===== src/design/cbts_pkg.sv =====
`timescale 1ns / 1ps
package cbts_pkg;

   // field widths
   localparam int CLK_W      = 29;
   localparam int PERMILLE_W = 10;
   localparam int RATE_W     = 20;
   localparam int PRESC_W    = 10;
   localparam int SEG1_W     = 9;
   localparam int SEG2_W     = 8;
   localparam int JUMP_W     = 7;
   localparam int WORD_W     = 32;
   localparam int CSR_IDX_W  = 3;
   localparam int CSR_DATA_W = 29;

   // parameter defaults
   localparam int MAX_PRESCALER_DEF = 512;
   localparam int SEG1_MAX_DEF      = 256;
   localparam int SEG2_MAX_DEF      = 128;

   // fixed constants of the timing rules
   localparam int PERMILLE_FULL       = 1000;
   localparam int FALLBACK_MIN_CLOCKS = 128;
   localparam int JUMP_LIMIT          = 127;
   localparam int FALLBACK_SHIFT      = 3;

   // register indexes
   localparam logic [CSR_IDX_W-1:0] CSR_CLOCK_HZ       = 3'd0;
   localparam logic [CSR_IDX_W-1:0] CSR_SAMPLE         = 3'd1;
   localparam logic [CSR_IDX_W-1:0] CSR_JUMP           = 3'd2;
   localparam logic [CSR_IDX_W-1:0] CSR_SAMPLE_MIN     = 3'd3;
   localparam logic [CSR_IDX_W-1:0] CSR_SAMPLE_MAX     = 3'd4;
   localparam logic [CSR_IDX_W-1:0] CSR_JUMP_MAX       = 3'd5;

   // register reset values
   localparam logic [CLK_W-1:0]      CLOCK_HZ_RST   = 29'd48000000;
   localparam logic [PERMILLE_W-1:0] SAMPLE_RST     = 10'd875;
   localparam logic [PERMILLE_W-1:0] JUMP_RST       = 10'd125;
   localparam logic [PERMILLE_W-1:0] SAMPLE_MIN_RST = 10'd500;
   localparam logic [PERMILLE_W-1:0] SAMPLE_MAX_RST = 10'd950;
   localparam logic [PERMILLE_W-1:0] JUMP_MAX_RST   = 10'd300;

   // status of a serial arithmetic unit
   typedef struct packed {
      logic busy;
      logic done;
   } cbts_unit_stat_type;

endpackage


===== src/design/cbts_serial_div.sv =====
`timescale 1ns / 1ps
module cbts_serial_div #(
   parameter int DW = 39,
   parameter int VW = 30
) (
   input  logic                         clock,
   input  logic                         reset,
   input  logic                         go,
   input  logic [DW-1:0]                dividend,
   input  logic [VW-1:0]                divisor,
   output logic [DW-1:0]                quotient,
   output cbts_pkg::cbts_unit_stat_type stat
);
   import cbts_pkg::*;

   localparam int CW = (DW > 1) ? $clog2(DW) : 1;

   logic [VW-1:0] rem_ff, rem_in;
   logic [DW-1:0] quo_ff, quo_in;
   logic [VW-1:0] div_ff, div_in;
   logic [CW-1:0] cnt_ff, cnt_in;
   logic          busy_ff, busy_in;
   logic          done_ff, done_in;
   logic [VW:0]   rem_sh;
   logic [VW:0]   diff;

   // one quotient bit per cycle, restoring
   always_comb begin
      rem_sh  = {rem_ff, quo_ff[DW-1]};
      diff    = rem_sh - {1'b0, div_ff};
      rem_in  = rem_ff;
      quo_in  = quo_ff;
      div_in  = div_ff;
      cnt_in  = cnt_ff;
      busy_in = busy_ff;
      done_in = 1'b0;
      if (go && !busy_ff) begin
         rem_in  = '0;
         quo_in  = dividend;
         div_in  = divisor;
         cnt_in  = '0;
         busy_in = 1'b1;
      end else if (busy_ff) begin
         if (!diff[VW]) begin
            rem_in = diff[VW-1:0];
            quo_in = {quo_ff[DW-2:0], 1'b1};
         end else begin
            rem_in = rem_sh[VW-1:0];
            quo_in = {quo_ff[DW-2:0], 1'b0};
         end
         cnt_in = cnt_ff + 1'b1;
         if (cnt_ff == CW'(DW - 1)) begin
            busy_in = 1'b0;
            done_in = 1'b1;
         end
      end
   end

   always_ff @(posedge clock) begin
      rem_ff <= rem_in;
      quo_ff <= quo_in;
      div_ff <= div_in;
      cnt_ff <= cnt_in;
      if (reset) begin
         busy_ff <= 1'b0;
         done_ff <= 1'b0;
      end else begin
         busy_ff <= busy_in;
         done_ff <= done_in;
      end
   end

   assign quotient  = quo_ff;
   assign stat.busy = busy_ff;
   assign stat.done = done_ff;

endmodule


===== src/design/cbts_serial_mul.sv =====
`timescale 1ns / 1ps
module cbts_serial_mul #(
   parameter int AW = 29,
   parameter int BW = 10
) (
   input  logic                         clock,
   input  logic                         reset,
   input  logic                         go,
   input  logic [AW-1:0]                mcand,
   input  logic [BW-1:0]                mplier,
   output logic [AW+BW-1:0]             product,
   output cbts_pkg::cbts_unit_stat_type stat
);
   import cbts_pkg::*;

   localparam int CW = (BW > 1) ? $clog2(BW) : 1;

   logic [AW+BW-1:0] acc_ff, acc_in;
   logic [AW+BW-1:0] mcand_ff, mcand_in;
   logic [BW-1:0]    mplier_ff, mplier_in;
   logic [CW-1:0]    cnt_ff, cnt_in;
   logic             busy_ff, busy_in;
   logic             done_ff, done_in;

   // shift and add, one multiplier bit per cycle
   always_comb begin
      acc_in    = acc_ff;
      mcand_in  = mcand_ff;
      mplier_in = mplier_ff;
      cnt_in    = cnt_ff;
      busy_in   = busy_ff;
      done_in   = 1'b0;
      if (go && !busy_ff) begin
         acc_in    = '0;
         mcand_in  = {{BW{1'b0}}, mcand};
         mplier_in = mplier;
         cnt_in    = '0;
         busy_in   = 1'b1;
      end else if (busy_ff) begin
         if (mplier_ff[0]) begin
            acc_in = acc_ff + mcand_ff;
         end
         mcand_in  = {mcand_ff[AW+BW-2:0], 1'b0};
         mplier_in = mplier_ff >> 1;
         cnt_in    = cnt_ff + 1'b1;
         if (cnt_ff == CW'(BW - 1)) begin
            busy_in = 1'b0;
            done_in = 1'b1;
         end
      end
   end

   always_ff @(posedge clock) begin
      acc_ff    <= acc_in;
      mcand_ff  <= mcand_in;
      mplier_ff <= mplier_in;
      cnt_ff    <= cnt_in;
      if (reset) begin
         busy_ff <= 1'b0;
         done_ff <= 1'b0;
      end else begin
         busy_ff <= busy_in;
         done_ff <= done_in;
      end
   end

   assign product   = acc_ff;
   assign stat.busy = busy_ff;
   assign stat.done = done_ff;

endmodule


===== src/design/can_bit_timing_solver_unit.sv =====
`timescale 1ns / 1ps
// Each prescaler tried takes three serial divisions of 39-bit dividends, two serial
// multiplications by a 10-bit multiplier and the fix-up steps; n trials, n <= MAX_PRESCALER;
// a zero bit rate answers in the next cycle. One request at a time: busy stays high until
// the result. The divisions share one bit-serial divider, one quotient bit per cycle.
// Reset (synchronous, active high) idles the sequencer and loads the register defaults.
// The result strobe lasts one cycle; the receiver cannot stall.
module can_bit_timing_solver_unit #(
   parameter int MAX_PRESCALER = cbts_pkg::MAX_PRESCALER_DEF,
   parameter int SEG1_MAX      = cbts_pkg::SEG1_MAX_DEF,
   parameter int SEG2_MAX      = cbts_pkg::SEG2_MAX_DEF
) (
   input  logic                              clock,
   input  logic                              reset,
   input  logic                              start,
   output logic                              busy,
   input  logic [cbts_pkg::RATE_W-1:0]       req_bit_rate,
   output logic                              rsp_valid,
   output logic [cbts_pkg::PRESC_W-1:0]      rsp_prescaler,
   output logic [cbts_pkg::SEG1_W-1:0]       rsp_seg_one,
   output logic [cbts_pkg::SEG2_W-1:0]       rsp_seg_two,
   output logic [cbts_pkg::JUMP_W-1:0]       rsp_jump_width,
   output logic [cbts_pkg::WORD_W-1:0]       rsp_timing_word,
   output logic [cbts_pkg::CLK_W-1:0]        rsp_cpu_clocks_per_bit,
   output logic                              rsp_used_fallback,
   output logic                              rsp_bad_rate,
   input  logic                              csr_valid,
   output logic                              csr_ready,
   input  logic [cbts_pkg::CSR_IDX_W-1:0]    csr_index,
   input  logic [cbts_pkg::CSR_DATA_W-1:0]   csr_data
);
   import cbts_pkg::*;

   localparam int BRP_W = $clog2(MAX_PRESCALER + 1);
   localparam int PW    = RATE_W + BRP_W;
   localparam int DW    = CLK_W + PERMILLE_W;
   localparam int SW    = 32;

   localparam logic [BRP_W-1:0]       BRP_LAST  = BRP_W'(MAX_PRESCALER);
   localparam logic signed [SW-1:0]   SEG1_LIM  = SW'(SEG1_MAX);
   localparam logic signed [SW-1:0]   SEG2_LIM  = SW'(SEG2_MAX);
   localparam logic signed [SW-1:0]   JUMP_LIM  = SW'(JUMP_LIMIT);
   localparam logic signed [SW-1:0]   ONE_S     = SW'(1);
   localparam logic signed [SW-1:0]   TWO_S     = SW'(2);
   localparam logic [CLK_W-1:0]       BC_FLOOR  = CLK_W'(FALLBACK_MIN_CLOCKS);
   localparam logic [PERMILLE_W-1:0]  FULL_PM   = PERMILLE_W'(PERMILLE_FULL);

   typedef enum logic [3:0] {
      S_IDLE, S_BC_WAIT, S_MJ_WAIT, S_DJ_WAIT, S_MT_WAIT, S_DT_WAIT,
      S_SEG, S_FIX1, S_FIX2, S_CHECK, S_PACK
   } state_type;

   state_type             state_ff;

   // configuration registers
   logic [CLK_W-1:0]      clock_hz_ff;
   logic [PERMILLE_W-1:0] sample_ff, jump_ff, sample_min_ff, sample_max_ff, jump_max_ff;

   // per-request working registers
   logic [RATE_W-1:0]     rate_ff;
   logic [PW-1:0]         prod_ff;
   logic [BRP_W-1:0]      brp_ff;
   logic [PERMILLE_W-1:0] jmp_ff, m2_ff;
   logic [CLK_W-1:0]      bc_ff;
   logic signed [SW-1:0]  ts1_ff, ts2_ff, rjw_ff;
   logic                  fallback_ff;

   // unit operands and handshakes
   logic                  div_go_ff, mul_go_ff;
   logic [DW-1:0]         div_a_ff;
   logic [PW-1:0]         div_b_ff;
   logic [CLK_W-1:0]      mul_a_ff;
   logic [PERMILLE_W-1:0] mul_b_ff;
   logic [DW-1:0]         div_q;
   logic [DW-1:0]         mul_p;
   cbts_unit_stat_type    div_stat, mul_stat;

   // result registers
   logic                  rsp_valid_ff;
   logic [PRESC_W-1:0]    rsp_prescaler_ff;
   logic [SEG1_W-1:0]     rsp_seg_one_ff;
   logic [SEG2_W-1:0]     rsp_seg_two_ff;
   logic [JUMP_W-1:0]     rsp_jump_width_ff;
   logic [WORD_W-1:0]     rsp_timing_word_ff;
   logic [CLK_W-1:0]      rsp_cpb_ff;
   logic                  rsp_fallback_ff;
   logic                  rsp_bad_rate_ff;

   // combinational helpers
   logic [PERMILLE_W-1:0] smp_lo, smp_hi, smp_cl, jmp_cl;
   logic signed [SW-1:0]  q_s, q_min1, bc_s, bc_eighth;
   logic signed [SW-1:0]  s1_sat, s2_sat, j_sat;
   logic [BRP_W:0]        brp_m1;
   logic                  fits;

   function automatic logic signed [SW-1:0] sat_val(input logic signed [SW-1:0] v,
                                                   input logic signed [SW-1:0] hi);
      logic signed [SW-1:0] r;
      r = v;
      if (v < ONE_S) r = ONE_S;
      else if (v > hi) r = hi;
      return r;
   endfunction

   cbts_serial_div #(.DW(DW), .VW(PW)) u_div (
      .clock    (clock),
      .reset    (reset),
      .go       (div_go_ff),
      .dividend (div_a_ff),
      .divisor  (div_b_ff),
      .quotient (div_q),
      .stat     (div_stat)
   );

   cbts_serial_mul #(.AW(CLK_W), .BW(PERMILLE_W)) u_mul (
      .clock   (clock),
      .reset   (reset),
      .go      (mul_go_ff),
      .mcand   (mul_a_ff),
      .mplier  (mul_b_ff),
      .product (mul_p),
      .stat    (mul_stat)
   );

   // clamp sample point and jump width for the incoming request
   always_comb begin
      smp_lo = (sample_ff < sample_min_ff) ? sample_min_ff : sample_ff;
      smp_hi = (smp_lo > sample_max_ff) ? sample_max_ff : smp_lo;
      smp_cl = (smp_hi > FULL_PM) ? FULL_PM : smp_hi;
      jmp_cl = (jump_ff > jump_max_ff) ? jump_max_ff : jump_ff;
   end

   // quotient and segment helpers
   always_comb begin
      q_s       = {1'b0, div_q[SW-2:0]};
      q_min1    = (q_s < ONE_S) ? ONE_S : q_s;
      bc_s      = SW'(bc_ff);
      bc_eighth = bc_s >>> FALLBACK_SHIFT;
      fits      = (ts1_ff >= ONE_S) && (ts1_ff <= SEG1_LIM) &&
                  (ts2_ff >= ONE_S) && (ts2_ff <= SEG2_LIM);
      s1_sat    = sat_val(ts1_ff, SEG1_LIM);
      s2_sat    = sat_val(ts2_ff, SEG2_LIM);
      j_sat     = sat_val(rjw_ff, JUMP_LIM);
      brp_m1    = {1'b0, brp_ff} - 1'b1;
   end

   // sequencer: search prescalers, hold state and registered outputs
   always_ff @(posedge clock) begin
      div_go_ff    <= 1'b0;
      mul_go_ff    <= 1'b0;
      rsp_valid_ff <= 1'b0;
      case (state_ff)
         S_IDLE: begin
            if (start) begin
               rate_ff <= req_bit_rate;
               if (req_bit_rate == '0) begin
                  rsp_valid_ff       <= 1'b1;
                  rsp_prescaler_ff   <= '0;
                  rsp_seg_one_ff     <= '0;
                  rsp_seg_two_ff     <= '0;
                  rsp_jump_width_ff  <= '0;
                  rsp_timing_word_ff <= '0;
                  rsp_cpb_ff         <= '0;
                  rsp_fallback_ff    <= 1'b0;
                  rsp_bad_rate_ff    <= 1'b1;
               end else begin
                  jmp_ff      <= jmp_cl;
                  m2_ff       <= FULL_PM - smp_cl;
                  brp_ff      <= BRP_W'(1);
                  prod_ff     <= PW'(req_bit_rate);
                  fallback_ff <= 1'b0;
                  div_a_ff    <= DW'(clock_hz_ff);
                  div_b_ff    <= PW'(req_bit_rate);
                  div_go_ff   <= 1'b1;
                  state_ff    <= S_BC_WAIT;
               end
            end
         end
         S_BC_WAIT: begin
            if (div_stat.done) begin
               bc_ff <= div_q[CLK_W-1:0];
               if (brp_ff == BRP_W'(1)) begin
                  rsp_cpb_ff <= div_q[CLK_W-1:0];
               end
               mul_a_ff  <= div_q[CLK_W-1:0];
               mul_b_ff  <= jmp_ff;
               mul_go_ff <= 1'b1;
               state_ff  <= S_MJ_WAIT;
            end
         end
         S_MJ_WAIT: begin
            if (mul_stat.done) begin
               div_a_ff  <= mul_p;
               div_b_ff  <= PW'(PERMILLE_FULL);
               div_go_ff <= 1'b1;
               state_ff  <= S_DJ_WAIT;
            end
         end
         S_DJ_WAIT: begin
            if (div_stat.done) begin
               rjw_ff    <= q_min1;
               mul_a_ff  <= bc_ff;
               mul_b_ff  <= m2_ff;
               mul_go_ff <= 1'b1;
               state_ff  <= S_MT_WAIT;
            end
         end
         S_MT_WAIT: begin
            if (mul_stat.done) begin
               div_a_ff  <= mul_p;
               div_b_ff  <= PW'(PERMILLE_FULL);
               div_go_ff <= 1'b1;
               state_ff  <= S_DT_WAIT;
            end
         end
         S_DT_WAIT: begin
            if (div_stat.done) begin
               ts2_ff   <= q_min1;
               state_ff <= S_SEG;
            end
         end
         S_SEG: begin
            ts1_ff   <= bc_s - rjw_ff - ts2_ff;
            state_ff <= S_FIX1;
         end
         // segment 1 too short: take the quantum from the jump width
         S_FIX1: begin
            if (ts1_ff < ONE_S) begin
               ts1_ff   <= ONE_S;
               rjw_ff   <= bc_s - ts2_ff - ONE_S;
               state_ff <= S_FIX2;
            end else begin
               state_ff <= S_CHECK;
            end
         end
         // jump width gone too: take it from segment 2
         S_FIX2: begin
            if (rjw_ff < ONE_S) begin
               rjw_ff <= ONE_S;
               ts2_ff <= bc_s - TWO_S;
            end
            state_ff <= S_CHECK;
         end
         S_CHECK: begin
            if (fits) begin
               state_ff <= S_PACK;
            end else if ((bc_ff >= BC_FLOOR) && (brp_ff < BRP_LAST)) begin
               brp_ff    <= brp_ff + 1'b1;
               prod_ff   <= prod_ff + PW'(rate_ff);
               div_a_ff  <= DW'(clock_hz_ff);
               div_b_ff  <= prod_ff + PW'(rate_ff);
               div_go_ff <= 1'b1;
               state_ff  <= S_BC_WAIT;
            end else begin
               fallback_ff <= 1'b1;
               ts2_ff      <= bc_eighth;
               rjw_ff      <= bc_eighth;
               ts1_ff      <= bc_s - (bc_eighth <<< 1);
               state_ff    <= S_PACK;
            end
         end
         S_PACK: begin
            rsp_valid_ff       <= 1'b1;
            rsp_prescaler_ff   <= PRESC_W'(SW'(brp_ff));
            rsp_seg_one_ff     <= s1_sat[SEG1_W-1:0];
            rsp_seg_two_ff     <= s2_sat[SEG2_W-1:0];
            rsp_jump_width_ff  <= j_sat[JUMP_W-1:0];
            rsp_timing_word_ff <= {j_sat[6:0], 9'(SW'(brp_m1)), 8'(s1_sat - ONE_S),
                                   1'b0, 7'(s2_sat - ONE_S)};
            rsp_fallback_ff    <= fallback_ff;
            rsp_bad_rate_ff    <= 1'b0;
            state_ff           <= S_IDLE;
         end
         default: begin
            state_ff <= S_IDLE;
         end
      endcase
      if (reset) begin
         state_ff     <= S_IDLE;
         div_go_ff    <= 1'b0;
         mul_go_ff    <= 1'b0;
         rsp_valid_ff <= 1'b0;
      end
   end

   // configuration writes
   always_ff @(posedge clock) begin
      if (reset) begin
         clock_hz_ff   <= CLOCK_HZ_RST;
         sample_ff     <= SAMPLE_RST;
         jump_ff       <= JUMP_RST;
         sample_min_ff <= SAMPLE_MIN_RST;
         sample_max_ff <= SAMPLE_MAX_RST;
         jump_max_ff   <= JUMP_MAX_RST;
      end else if (csr_valid) begin
         case (csr_index)
            CSR_CLOCK_HZ:   clock_hz_ff   <= csr_data;
            CSR_SAMPLE:     sample_ff     <= csr_data[PERMILLE_W-1:0];
            CSR_JUMP:       jump_ff       <= csr_data[PERMILLE_W-1:0];
            CSR_SAMPLE_MIN: sample_min_ff <= csr_data[PERMILLE_W-1:0];
            CSR_SAMPLE_MAX: sample_max_ff <= csr_data[PERMILLE_W-1:0];
            CSR_JUMP_MAX:   jump_max_ff   <= csr_data[PERMILLE_W-1:0];
            default: begin
            end
         endcase
      end
   end

   assign csr_ready              = 1'b1;
   assign busy                   = (state_ff != S_IDLE);
   assign rsp_valid              = rsp_valid_ff;
   assign rsp_prescaler          = rsp_prescaler_ff;
   assign rsp_seg_one            = rsp_seg_one_ff;
   assign rsp_seg_two            = rsp_seg_two_ff;
   assign rsp_jump_width         = rsp_jump_width_ff;
   assign rsp_timing_word        = rsp_timing_word_ff;
   assign rsp_cpu_clocks_per_bit = rsp_cpb_ff;
   assign rsp_used_fallback      = rsp_fallback_ff;
   assign rsp_bad_rate           = rsp_bad_rate_ff;

`ifndef SYNTH
   // a zero rate is answered at once with the flag
   a_bad_rate: assert property (@(posedge clock) disable iff (reset)
      (start && !busy && (req_bit_rate == '0)) |=> (rsp_valid && rsp_bad_rate))
      else $error("zero bit rate not answered in one cycle");

   // the arithmetic units only run while a request is in progress
   a_units_busy: assert property (@(posedge clock) disable iff (reset)
      (div_stat.busy || mul_stat.busy) |-> busy)
      else $error("arithmetic unit running while idle");

   // a solved result never carries zero segments or jump width
   a_nonzero: assert property (@(posedge clock) disable iff (reset)
      (rsp_valid && !rsp_bad_rate) |->
      ((rsp_seg_one != '0) && (rsp_seg_two != '0) && (rsp_jump_width != '0)))
      else $error("solved result with zero segment");

   // a solved result follows a busy period
   a_after_busy: assert property (@(posedge clock) disable iff (reset)
      (rsp_valid && !rsp_bad_rate) |-> $past(busy))
      else $error("result without a request in progress");
`endif

endmodule

===== config.mk =====
export PLATFORM = sky130hd
export DESIGN_NAME = can_bit_timing_solver_unit
export DESIGN_NICKNAME = d
export VERILOG_FILES = /design/src/design/cbts_pkg.sv /design/src/design/cbts_serial_div.sv /design/src/design/cbts_serial_mul.sv /design/src/design/can_bit_timing_solver_unit.sv
export SDC_FILE = /design/constraint.sdc
export NUM_CORES = 2
export LEC_CHECK = 0
export BUFFER_PORTS_ARGS = -buffer_cell sky130_fd_sc_hd__clkbuf_2
export CAP_MARGIN = 20
export CORE_UTILIZATION = 35
export CTS_BUF_LIST = sky130_fd_sc_hd__clkbuf_8
export DETAILED_ROUTE_END_ITERATION = 10
export GPL_TIMING_DRIVEN = 0
export PLACE_DENSITY = 0.5
export SLEW_MARGIN = 20
export SYNTH_ARGS = -nofsm -noshare
export SYNTH_HDL_FRONTEND = slang
export SYNTH_SLANG_ARGS = --single-unit

===== constraint.sdc =====
create_clock -name clock -period 10.1 [get_ports clock]
set_input_delay 2.02 -clock clock [delete_from_list [all_inputs] [get_ports clock]]
set_output_delay 2.02 -clock clock [all_outputs]
set_load 0.1 [all_outputs]

Word-level counts from Yosys, hierarchy flattened
Cells that the tools add are included.

Bits in registers: 698. Latch bits: 0. RAM bits: 0. ROM bits: 0. Input bits: 56. Word-level logic and storage cells: 277. Memories: 0.

Add/sub/neg operators: 16. Multiply operators: 0. Div/mod/pow operators: 0. Order comparisons: 17. Equal/unequal tests: 33. Shift-type cells: 0. Mux-type cells: 115. Bitwise logic cells: 4. Reduce and logical (&&, ||, !) cells: 47.

Operators by type and width (count): $mux W32 (11); $mux W39 (7); $mux W29 (8); $pmux W32 S3 (2); $mux W30 (6); $mux W10 (14); $pmux W32 S4 (1); $pmux W39 S3 (1); $pmux W29 S2 (2); $lt A32 B2 Y1 const B (3); $pmux W30 S3 (1); $ge A32 B2 Y1 const B (2); $pmux W32 S2 (1); $sub A30 B32 Y32 (2); $pmux W10 S2 (3); $pmux W30 S2 (1); $pmux W4 S10 (1); $add A39 B39 Y39 (1); $mux W4 (9); $mux W9 (4); $gt A32 B10 Y1 const B (1); $gt A32 B8 Y1 const B (1); $gt A32 B9 Y1 const B (1); $le A32 B10 Y1 const B (1); 57 further kinds (148).

Logic depth before layout (Yosys ltp)
Depth in word-level cells: 7. Mapped depth: 25. Gate-level depth less buffers: 23.

Modules after synthesis
From an unflattened synthesis, not the netlist that was laid out.

Cells, all modules: 3947. Area total of the unflattened synthesis: 39515.4 µm².

By module, submodules not included: can_bit_timing_solver_unit (times used 1, cells each 2722, area each 27702.8 µm², seq. area each 13823.3 µm²); cbts_serial_div (times used 1, cells each 549, area each 5962.0 µm², seq. area each 2832.7 µm²); cbts_serial_mul (times used 1, cells each 676, area each 5850.6 µm², seq. area each 2272.2 µm²).

Worst setup path before layout
No wires, ideal clock.

Path type: in2reg. Start: input port req_bit_rate[4] in the netlist's numbering. End: register rsp_bad_rate_ff (netlist: rsp_bad_rate), enable pin. Library setup time: 562 ps. Data arrival time: 6834 ps. Path slack: 2704 ps. Stages: 4. Path buffers: 0. Cell sequence: nor4_1 -> and3_1 -> nand3_1 -> o21ai_0.

Longest elaborated chain between the ends: 3.

Ends and longest elaborated chain: from (decl) (line can_bit_timing_solver_unit.sv:17) `input logic [cbts_pkg::RATE_W-1:0] req_bit_rate,`; $logic_not A20 Y1 (line can_bit_timing_solver_unit.sv:156) `if (req_bit_rate == '0) begin`; $ne A2 B2 Y1 (no line); $reduce_and A3 Y1 (no line); to (signal assigned) (line can_bit_timing_solver_unit.sv:165) `rsp_bad_rate_ff <= 1'b1;`; to (signal assigned) (line can_bit_timing_solver_unit.sv:271) `rsp_bad_rate_ff <= 1'b0;`; to (decl) (line can_bit_timing_solver_unit.sv:87) `logic rsp_bad_rate_ff;`.

Every way passes these cells. A chain may end at the register's enable or synchronous reset.

Worst setup path in the final report
Start: register sample_min_ff[6]. End: register m2_ff[6], data pin.

Longest elaborated chain between the ends: 7.

Ends and longest elaborated chain: from (decl) (line can_bit_timing_solver_unit.sv:57) `logic [PERMILLE_W-1:0] sample_ff, jump_ff, sample_min_ff, sample_max_ff, jump_max_ff;`; from (signal assigned) (line can_bit_timing_solver_unit.sv:300) `CSR_SAMPLE_MIN: sample_min_ff <= csr_data[PERMILLE_W-1:0];`; $lt A10 B10 Y1 (line can_bit_timing_solver_unit.sv:127) `smp_lo = (sample_ff < sample_min_ff) ? sample_min_ff : sample_ff;`; $mux W10 * (line can_bit_timing_solver_unit.sv:127); $gt A10 B10 Y1 (line can_bit_timing_solver_unit.sv:128) `smp_hi = (smp_lo > sample_max_ff) ? sample_max_ff : smp_lo;`; $mux W10 * (line can_bit_timing_solver_unit.sv:128); $gt A10 B10 Y1 (line can_bit_timing_solver_unit.sv:129) `smp_cl = (smp_hi > FULL_PM) ? FULL_PM : smp_hi;`; $mux W10 * (line can_bit_timing_solver_unit.sv:129); $sub A10 B10 Y10 * (line can_bit_timing_solver_unit.sv:168) `m2_ff <= FULL_PM - smp_cl;`; to (signal assigned) (line can_bit_timing_solver_unit.sv:168); to (decl) (line can_bit_timing_solver_unit.sv:63) `logic [PERMILLE_W-1:0] jmp_ff, m2_ff;`.

Mark *: on every way between the ends. The rest lies on a longest branch, timed or not.

==> impl_metrics.csv <==
group,metric,value,unit
global_routing,grt_busiest_layer,"met2",
synth,synth-async-reset-ratio,0,%
timing,finalMaxSlewViolations,0,
detailed_routing,wire_per_inst,22.6,um
power,seq_power_share,46.4,%
layout,final-seq-area,18900,sq um
layout,area_growth,14.3,%
power,power.density,177,nW/um^2
synth,synth_cell_types,108,
synth,yosysSeqAreaShare,48.7,%
layout,design_area,44400,sq um
timing,slew_headroom,23.4,%
setup_path,criticalPathCategory,"flip-flop to flip-flop",
timing,finalSetupViolCount,0,
global_routing,grt_use_met3,3.60,%
setup_path,path_buf_inv,5,
place,placed_area,41900,sq um
clock_tree,cts.path.max_buffers,3,
clock_tree,clock_latency,820,ps
synth,yosys-top-cells-count,"nand2_1, edfxtp_1, a21oi_1",
detailed_routing,vias,30100,
global_routing,grt_util_met2,35.1,%
layout,fillCellCount,10800,
clock_tree,cts-root-buf,"clkbuf_8",
power,pwr-share-comb,19.0,%
clock_tree,clock_sinks,690,
floorplan,core_region_area,109000,sq um
place,dp.cells,5427,
timing,fin_ws,4310,ps
outcome,status,"finished, final reports clean",
detailed_routing,drc,0,
detailed_routing,wl,128000,um
timing,rsz0062_at_grt,"no",
timing,fmax,173,MHz
clock_tree,cts_tree,"yes",
layout,final_layout_size_suffix_gt1_share,13.8,%
global_routing,grtUsageMet1,31.8,%
synth,synth-edff-count,511,
global_routing,grt_pass1_wl,188000,um
layout,utilization,40.6,%
floorplan,initial_utilization,35.5,%
min_path,hp-class,"flip-flop to flip-flop",
power,cellLeakagePower,17.5,nW
clock_tree,ctsResizeCount,0,
power,total_power,7.89,mW
setup_path,path_max_fanout,10,
timing,whs,400,ps
clock_tree,cts_hold_buf,0,
setup_path,critical-path-max-stage-delay,570,ps
global_routing,gr-usage-all-layers,22.4,%
detailed_routing,viasPerCell,5.33,
detailed_routing,drt_pass1_iterations,6,
setup_path,startpoint_type,"flip-flop",
clock_tree,clk_pin_slew,70,ps
floorplan,ios,156,
setup_path,r2r-start,"sample_min_ff[6]$_SDFFE_PP1P_",
place,io_buffer_count,152,
clock_tree,cts_setup_buffers,0,
run,cap_violations,0,
synth,synth_area_leaders,"edfxtp_1, dfxtp_1, ha_1, nand2_1, mux2_2",
detailed_routing,drt_iter0_markers,2572,
global_routing,grt.overflow.total,0,
synth,yosysMostFrequentCell,"nand2_1",
floorplan,fp.dieH,335,um
power,peakVddDrop,130,uV
layout,finish.net_count,4382,
timing,fin_crit,5790,ps
power,p_clk_share,34.5,%
clock_tree,htreeDepth,3,
setup_path,cp-end-kind,"flip-flop",
synth,synth_fp_nets,4084,
place,dp_slack,4430,ps
place,gp_congestion,0.942,
setup_path,worst_r2r_endpoint,"m2_ff[6]$_DFFE_PP_",
power,p_int,5.44,mW
setup_path,critPathArrivalTime,6410,ps
layout,multi_input_comb_area,18500,sq um
power,switching_share,31.1,%
synth,synth_ff_type,"edfxtp_1",
min_path,worstHoldStart,"div_b_ff[15]$_DFFE_PP_",
synth,postSynthAreaPerCell,10.3,sq um
timing,clock_skew,69.0,ps
setup_path,r2r_setup_slack,4310,ps
timing,worstMarginPinSlew,1150,ps
layout,instances_no_fill,5659,
synth,synth-seq-cells,690,
synth,yosysTopAreaCellShare,39.5,%
place,hpwl,97600,um
floorplan,row_count,121,
synth,synth_area,38900,sq um
synth,yosys.area.top_type,"edfxtp_1",
min_path,hold_end,"u_div.div_ff[15]$_DFFE_PP_",
global_routing,first_global_vias,28900,
setup_path,critPathRequiredTime,10720,ps
floorplan,dieWidth,335,um
setup_path,rr_worst_depth,25,
timing,setup_tns,0,ps
floorplan,dieArea,112000,sq um
power,p_switching,2.45,mW
timing,final_hold_viol_count,0,
timing,layout_worst_path_cycle_share,57.3,%
detailed_routing,ant_nets,0,
clock_tree,cts_made_buffers,121,
setup_path,cpLargestDelayFamily,"compound AO/OA/AOI/OAI gates",
global_routing,grt_max_degree,32,
setup_path,slowest_stage,"or4_4",
synth,yosysWarnings,0,
synth,synth_cells,3776,
min_path,hold_depth,0,
global_routing,antenna_found_initial,7,
==> layer usage <==
metal / vias to the layer above / routed length (um)
met3: 179 / 7330
met2: 851 / 57400
met1: 14800 / 59600
met5: - / 13
met4: 2 / 3390
li1: 14300 / -
==> state kept, by name, summed over array words and instances, names as in the netlist, 30 cells and up <==
signal and cells:
div_b_ff 30, prod_ff 30, ts1_ff 32, rjw_ff 32, rsp_timing_word 30, u_mul.product 39, u_mul.mcand_ff 39, div_a_ff 39
ts2_ff 32, u_div.div_ff 30, u_div.quotient 39, u_div.rem_ff 30
==> layout make-up <==
type / count / share of cell area [%]
inverters: 224 / 1.89
clock buffers: 131 / 4.06
clock inverters: 99 / 1.57
diodes: 2 / 0.0113
well taps: 1476 / 4.16
plain buffers: 143 / 1.51
flip-flops and latches: 690 / 42.6
multi-input cells: 2719 / 41.6
repair buffers: 175 / 2.59
==> how the worst max path moves through the flow <==
stage                     cells after the start                              to  slack, ps                          start
after global placement                        5  rsp_prescaler[3]$_SDFFCE_PP0P_      -1090                req_bit_rate[8]
after CTS                                    25              m2_ff[6]$_DFFE_PP_       4370  sample_min_ff[7]$_SDFFE_PP1P_
after floorplan                               4          rsp_bad_rate$_DFFE_PP_       2700                req_bit_rate[4]
final                                        25              m2_ff[6]$_DFFE_PP_       4310  sample_min_ff[6]$_SDFFE_PP1P_
after global routing                         25              m2_ff[6]$_DFFE_PP_       3960  sample_min_ff[7]$_SDFFE_PP1P_
after detailed placement                     25              m2_ff[6]$_DFFE_PP_       4430  sample_min_ff[7]$_SDFFE_PP1P_
==> cells in the final DEF (no fill, tap or decap), drive strengths merged, types with 19 or more instances in the layout <==
| master | count |
|---|---|
| a211oi | 22 |
| a21o | 81 |
| a21oi | 233 |
| a22o | 24 |
| a22oi | 30 |
| a31oi | 30 |
| and2 | 61 |
| and3 | 34 |
| buf | 49 |
| clkbuf | 397 |
| clkinv | 43 |
| dfxtp | 179 |
| edfxtp | 511 |
| fa | 34 |
| ha | 218 |
| inv | 266 |
| mux2 | 139 |
| nand2 | 525 |
| nand2b | 53 |
| nand3 | 85 |
| nand3b | 40 |
| nand4 | 31 |
| nor2 | 202 |
| nor2b | 32 |
| nor3 | 75 |
| nor4 | 51 |
| o211ai | 20 |
| o21a | 30 |
| o21ai | 205 |
| o21bai | 22 |
| o22ai | 28 |
| o31ai | 24 |
| or2 | 19 |
| or3 | 21 |
| xnor2 | 130 |
| xor2 | 76 |
==> cells by family (layout without fill, tap and decap cells) <==
logic type,after synthesis,count (layout),share of synthesized area [%]
multiplexers,151,151,4.48
XOR/XNOR,206,206,4.64
adder cells (fa/ha/maj),252,252,8.77
AND/OR/NAND/NOR,1263,1263,15.6
AO/OA/AOI/OAI,845,845,14.0
other,2,4,0.0193
buffers and inverters,367,772,3.88
flip-flops,690,690,48.7
==> power groups by stage <==
stage          clock, mW  sequential, mW  combinational (mW)
2_1_floorplan          0            3.72               0.941
3_3_place_gp           0            3.75                1.44
3_5_place_dp           0            3.72                1.49
4_1_cts             2.79            3.66                1.50
5_1_grt             2.90            3.69                1.64
6_report            2.72            3.66                1.50
Note: power is estimated with default switching activity, not from simulation.
